[config.mk]
export PLATFORM = sky130hd
export DESIGN_NAME = rgbyuv_conv
export DESIGN_NICKNAME = d
export VERILOG_FILES = /design/src/design/rgbyuv_pkg.sv /design/src/design/rgbyuv_conv.sv
export SDC_FILE = /design/constraint.sdc
export NUM_CORES = 2
export LEC_CHECK = 0
export ABC_AREA = 1
export BUFFER_PORTS_ARGS = -buffer_cell sky130_fd_sc_hd__buf_4
export CAP_MARGIN = 10
export CORE_ASPECT_RATIO = 0.5
export CORE_MARGIN = 4
export CORE_UTILIZATION = 60
export DETAILED_ROUTE_END_ITERATION = 10
export PLACE_DENSITY_LB_ADDON = 0.08
export SYNTH_ARGS = -nofsm -noshare
export SYNTH_HDL_FRONTEND = slang
export SYNTH_SLANG_ARGS = --single-unit
[constraint.sdc]
create_clock -name vclk -period 13.1
set_input_delay 0 -clock vclk [all_inputs]
set_output_delay 0 -clock vclk [all_outputs]
set_load 0.05 [all_outputs]
[src/design/rgbyuv_pkg.sv]
// Shared types and constants for the RGB to YUV 4:2:0 packer.
package rgbyuv_pkg;

	// Line store depth and the widths that follow from it.
	localparam int MAX_GROUPS = 512;
	localparam int GIDX_W     = $clog2(MAX_GROUPS);
	localparam int CFG_W      = 10;
	localparam int CNT_W      = ((CFG_W > GIDX_W) ? CFG_W : GIDX_W) + 1;
	localparam logic [CFG_W-1:0] GPL_RESET = CFG_W'(256);

	// BT.601 luma weights in Q16, and the chroma scale factors.
	localparam int W_R   = 19595;
	localparam int W_G   = 38470;
	localparam int W_B   = 7471;
	localparam int W_ONE = 65536;
	localparam int K_U   = 32244;
	localparam int K_V   = 57475;

	// Luma sum width and the saturation point of the luma sum after the byte shift.
	localparam int LS_W = 24;
	localparam logic [15:0] Y_SAT = 16'(255 * 256);

	// Chroma numerator: the color difference folded into per-channel coefficients.
	localparam int CN_W    = 42;
	localparam int C_SHIFT = 24;
	localparam logic signed [CN_W-1:0] CU_R = CN_W'(-(longint'(K_U) * W_R));
	localparam logic signed [CN_W-1:0] CU_G = CN_W'(-(longint'(K_U) * W_G));
	localparam logic signed [CN_W-1:0] CU_B = CN_W'(longint'(K_U) * (W_ONE - W_B));
	localparam logic signed [CN_W-1:0] CV_R = CN_W'(longint'(K_V) * (W_ONE - W_R));
	localparam logic signed [CN_W-1:0] CV_G = CN_W'(-(longint'(K_V) * W_G));
	localparam logic signed [CN_W-1:0] CV_B = CN_W'(-(longint'(K_V) * W_B));
	localparam logic signed [CN_W-1:0] C_OFS =
		CN_W'(longint'(128) * 255 * (longint'(1) << C_SHIFT));
	localparam logic [16:0] C_SAT = 17'(255 * 256);

	// One four-pixel input group.
	typedef struct packed {
		logic [7:0] red0;
		logic [7:0] green0;
		logic [7:0] blue0;
		logic [7:0] red1;
		logic [7:0] green1;
		logic [7:0] blue1;
		logic [7:0] red2;
		logic [7:0] green2;
		logic [7:0] blue2;
		logic [7:0] red3;
		logic [7:0] green3;
		logic [7:0] blue3;
	} pix_group_t;

	// One result.
	typedef struct packed {
		logic [31:0] luma_word;
		logic [15:0] u_pair;
		logic [15:0] v_pair;
		logic        chroma_valid;
		logic        line_end;
	} result_t;

	// Pair sums of one group as kept in the line store.
	typedef struct packed {
		logic [8:0] v_right;
		logic [8:0] u_right;
		logic [8:0] v_left;
		logic [8:0] u_left;
	} chroma_entry_t;

endpackage

[src/design/rgbyuv_conv.sv]
// Converts one RGB pixel to saturated 8-bit Y, U and V.
module rgbyuv_conv (
	input  logic [7:0] red,
	input  logic [7:0] green,
	input  logic [7:0] blue,
	output logic [7:0] y,
	output logic [7:0] u,
	output logic [7:0] v
);

	logic [rgbyuv_pkg::LS_W-1:0]        luma_sum;
	logic [15:0]                        luma_hi;
	logic [16:0]                        luma_div;
	logic signed [rgbyuv_pkg::CN_W-1:0] r_ext;
	logic signed [rgbyuv_pkg::CN_W-1:0] g_ext;
	logic signed [rgbyuv_pkg::CN_W-1:0] b_ext;
	logic signed [rgbyuv_pkg::CN_W-1:0] u_num;
	logic signed [rgbyuv_pkg::CN_W-1:0] v_num;

	// Floors a chroma numerator by 255 * 2^24 and saturates it to a byte.
	// The division by 255 uses the add-and-shift form, exact below 65280.
	function automatic logic [7:0] chroma_byte(input logic signed [rgbyuv_pkg::CN_W-1:0] num);
		logic [16:0] top;
		logic [16:0] quot;
		logic [7:0]  res;
		top  = num[rgbyuv_pkg::C_SHIFT +: 17];
		quot = 17'(top[15:0]) + 17'd1 + 17'(top[15:8]);
		if (num < 0) begin
			res = 8'd0;
		end else if (top >= rgbyuv_pkg::C_SAT) begin
			res = 8'hFF;
		end else begin
			res = quot[15:8];
		end
		return res;
	endfunction

	// Luma: weighted sum, divided by 65280 as a byte shift and a divide by 255.
	always_comb begin
		luma_sum = rgbyuv_pkg::LS_W'(rgbyuv_pkg::W_R) * rgbyuv_pkg::LS_W'(red)
			+ rgbyuv_pkg::LS_W'(rgbyuv_pkg::W_G) * rgbyuv_pkg::LS_W'(green)
			+ rgbyuv_pkg::LS_W'(rgbyuv_pkg::W_B) * rgbyuv_pkg::LS_W'(blue);
		luma_hi  = luma_sum[rgbyuv_pkg::LS_W-1 -: 16];
		luma_div = 17'(luma_hi) + 17'd1 + 17'(luma_hi[15:8]);
		y = (luma_hi >= rgbyuv_pkg::Y_SAT) ? 8'hFF : luma_div[15:8];
	end

	// Chroma: constant-coefficient sums of the three channels plus the offset.
	always_comb begin
		r_ext = $signed(rgbyuv_pkg::CN_W'(red));
		g_ext = $signed(rgbyuv_pkg::CN_W'(green));
		b_ext = $signed(rgbyuv_pkg::CN_W'(blue));
		u_num = rgbyuv_pkg::CU_R * r_ext + rgbyuv_pkg::CU_G * g_ext
			+ rgbyuv_pkg::CU_B * b_ext + rgbyuv_pkg::C_OFS;
		v_num = rgbyuv_pkg::CV_R * r_ext + rgbyuv_pkg::CV_G * g_ext
			+ rgbyuv_pkg::CV_B * b_ext + rgbyuv_pkg::C_OFS;
		u = chroma_byte(u_num);
		v = chroma_byte(v_num);
	end

endmodule

==> results_dict.tcl <==
set metrics [dict create \
    fp.dieArea_um2 66790 \
    top_level_ports 48 \
    hold_buffers 0 \
    drive_above_1_share 0.02426 \
    dr.pass1.iters 6 \
    cp_slowest_cell "fa_1" \
    n_clock_buffer 0 \
    yosys.area_share.adder 0.5625 \
    max_transition_margin 0.2450 \
    period_share 0.7828 \
    status "finished, final reports clean" \
    multi_input_area_um2 32730 \
    detailedRoute.firstIterationViolations 3043 \
    synth_compound_area_frac 0.09801 \
    path_depth 45 \
    most_common_cell_on_crit_path "nand2_1" \
    finalNetCount 6310 \
    post_synth_xor_xnor_area 0.05359 \
    synth_simple_gate_area_frac 0.1588 \
    finalSetupViolCount 0 \
    ys_types 54 \
    slowest_delay_ns 0.57 \
    yosys.cell_count.top_type "inv_1" \
    timing.critical_path.required_ns 13.10 \
    drt_wl_total_um 125700 \
    period_needed_ns 10.25 \
    cts_setup_buffers 0 \
    tightest_slew_ns 1.118 \
    type_of_the_setup_path_with_the_least_slack "in2out" \
    nFillCells 5511 \
    path_delay_family "adder cells" \
    gp_routability_congestion 1.030 \
    die-height_um 184.8 \
    grt_first_pass_wirelength_um 195200 \
    ant_nets 0 \
    synth_warnings 0 \
    vias 33170 \
    cp-endpoint "v[2]" \
    post-synth-top-area-fraction 0.3102 \
    synth_top_family_by_area "adder cells" \
    design.seq.count 0 \
    timing.hold.worst.class "in2out" \
    core_region_area_um2 61500 \
    synth-seq-area-share 0 \
    post_synth_most_frequent_cells "inv_1 (1264), nand2_1 (796), ha_1 (756)" \
    global_route.overflow_total 0 \
    routed_wire_length_per_instance_um 21.77 \
    placement_rows 64 \
    io_buffer_count 48 \
    fmaxAchievable_ghz 0.09752 \
    ff_latch_area_um2 0 \
    yosys-top-cells-area "fa_1 (31%), ha_1 (25%), inv_1 (13%)" \
    antenna_violations_before_repair 1 \
    postCtsResizedCells 0 \
    worstPathArrival_ns 10.25 \
    crit_path_start_kind "input pin" \
    slew_viol_final 0 \
    synth_area_leader_cell "fa_1" \
    timing.hold.worst_path_depth 8 \
    synth.net_count 6250 \
    grt_total_usage 0.3808 \
    post_dp_cell_area_um2 38960 \
    post-route-drc-count 0 \
    synth.cell_area_um2 37490 \
    syn-instance-count 4889 \
    grt_pass1_vias 33890 \
    dieWidth_um 361.5 \
    grt_setup_unrepaired "no" \
    areaGrowthSynthToFinish_pct 3.921 \
    number_of_buffer_and_inverter_instances_along_the_worst_setup_path 9 \
    timing.critical_path.to_type "output port" \
    post_drt_via_cell_ratio 5.745 \
    report.final.hold_viol_count 0 \
    cp_max_fo 12 \
    totalNegativeSetupSlack_ns 0 \
    initial_core_util 0.6097 \
    fin_area_um2 38960 \
    critical_path.startpoint "green[1]" \
    post-dp-hpwl_um 113200 \
    max_cap_violations 0 \
    largest_net_degree_at_the_start_of_global_routing 23 \
    synth_area_per_cell_um2 7.669 \
    mux_share_of_post_synthesis_cell_area 0 \
]
[final cells by class]
cell class,instances,share of cell area
timing repair buffer,59,0.01137
multi-input combinational,3621,0.8400
antenna,1,0.00006422
inverter,1267,0.1221
tap,825,0.02649
[routing by layer]
layer,vias to the layer above,GRT usage,wire length (um)
li1,15460,-,-
met1,15890,0.5170,54180
met2,1558,0.6002,53170
met3,260,0.09646,13210
met4,0,0.1243,5090
met5,-,0,0
[metrics by stage]
step / hold slack [ns] / util / setup slack (ns) / cells
floorplan: 0.8492 / - / 4.127 / 4889
global placement: 1.348 / 0.6335 / 2.929 / 5772
detailed placement: 1.354 / 0.6335 / 2.908 / 5772
CTS: 1.356 / 0.6335 / 2.887 / 5772
global route: 1.424 / 0.6335 / 1.915 / 5772
finish: 1.384 / 0.6336 / 2.846 / 5773
[cell families after synthesis]
group | Yosys count
xor gates and xnor gates | 226
buffers and inverters | 1268
AOI/OAI and AO/OA | 642
adders and majority gates | 1337
and+or+nand+nor | 1416
[worst min-delay path by stage]
| stage | from | endpoint | slack [ns] |
|---|---|---|---|
| CTS | red[7] | y[7] | 1.36 |
| finish | red[7] | y[7] | 1.38 |
| detailed placement | red[7] | y[7] | 1.35 |
| floorplan | blue[0] | v[4] | 0.85 |
| global route | red[7] | y[7] | 1.42 |
| global placement | red[7] | y[7] | 1.35 |
[placed cells by master (no fill, tap or decap), types with 3 or more instances in the layout]
master,synthesis,layout
inv_1,1264,1264
nand2_1,796,796
ha_1,756,756
fa_1,581,581
a21oi_1,326,326
nor2_1,308,308
nand3_1,150,150
o21ai_0,127,127
xor2_1,125,125
xnor2_1,97,97
buf_4,1,59
nand4_1,51,51
nor3_1,41,41
a31oi_1,37,37
o21bai_1,31,31
a21o_1,26,26
nor4_1,15,15
o211ai_1,13,13
o21a_1,13,13
nand2_2,13,13
a21boi_0,12,12
o21ai_1,11,11
or2_2,9,9
o221ai_1,9,9
nor2_2,8,8
a211oi_1,7,7
nand3b_1,7,7
o31ai_1,7,7
o2111ai_1,5,5
xor2_2,4,4
inv_2,3,3
o21ai_2,3,3
nand3_4,3,3
nand3_2,3,3
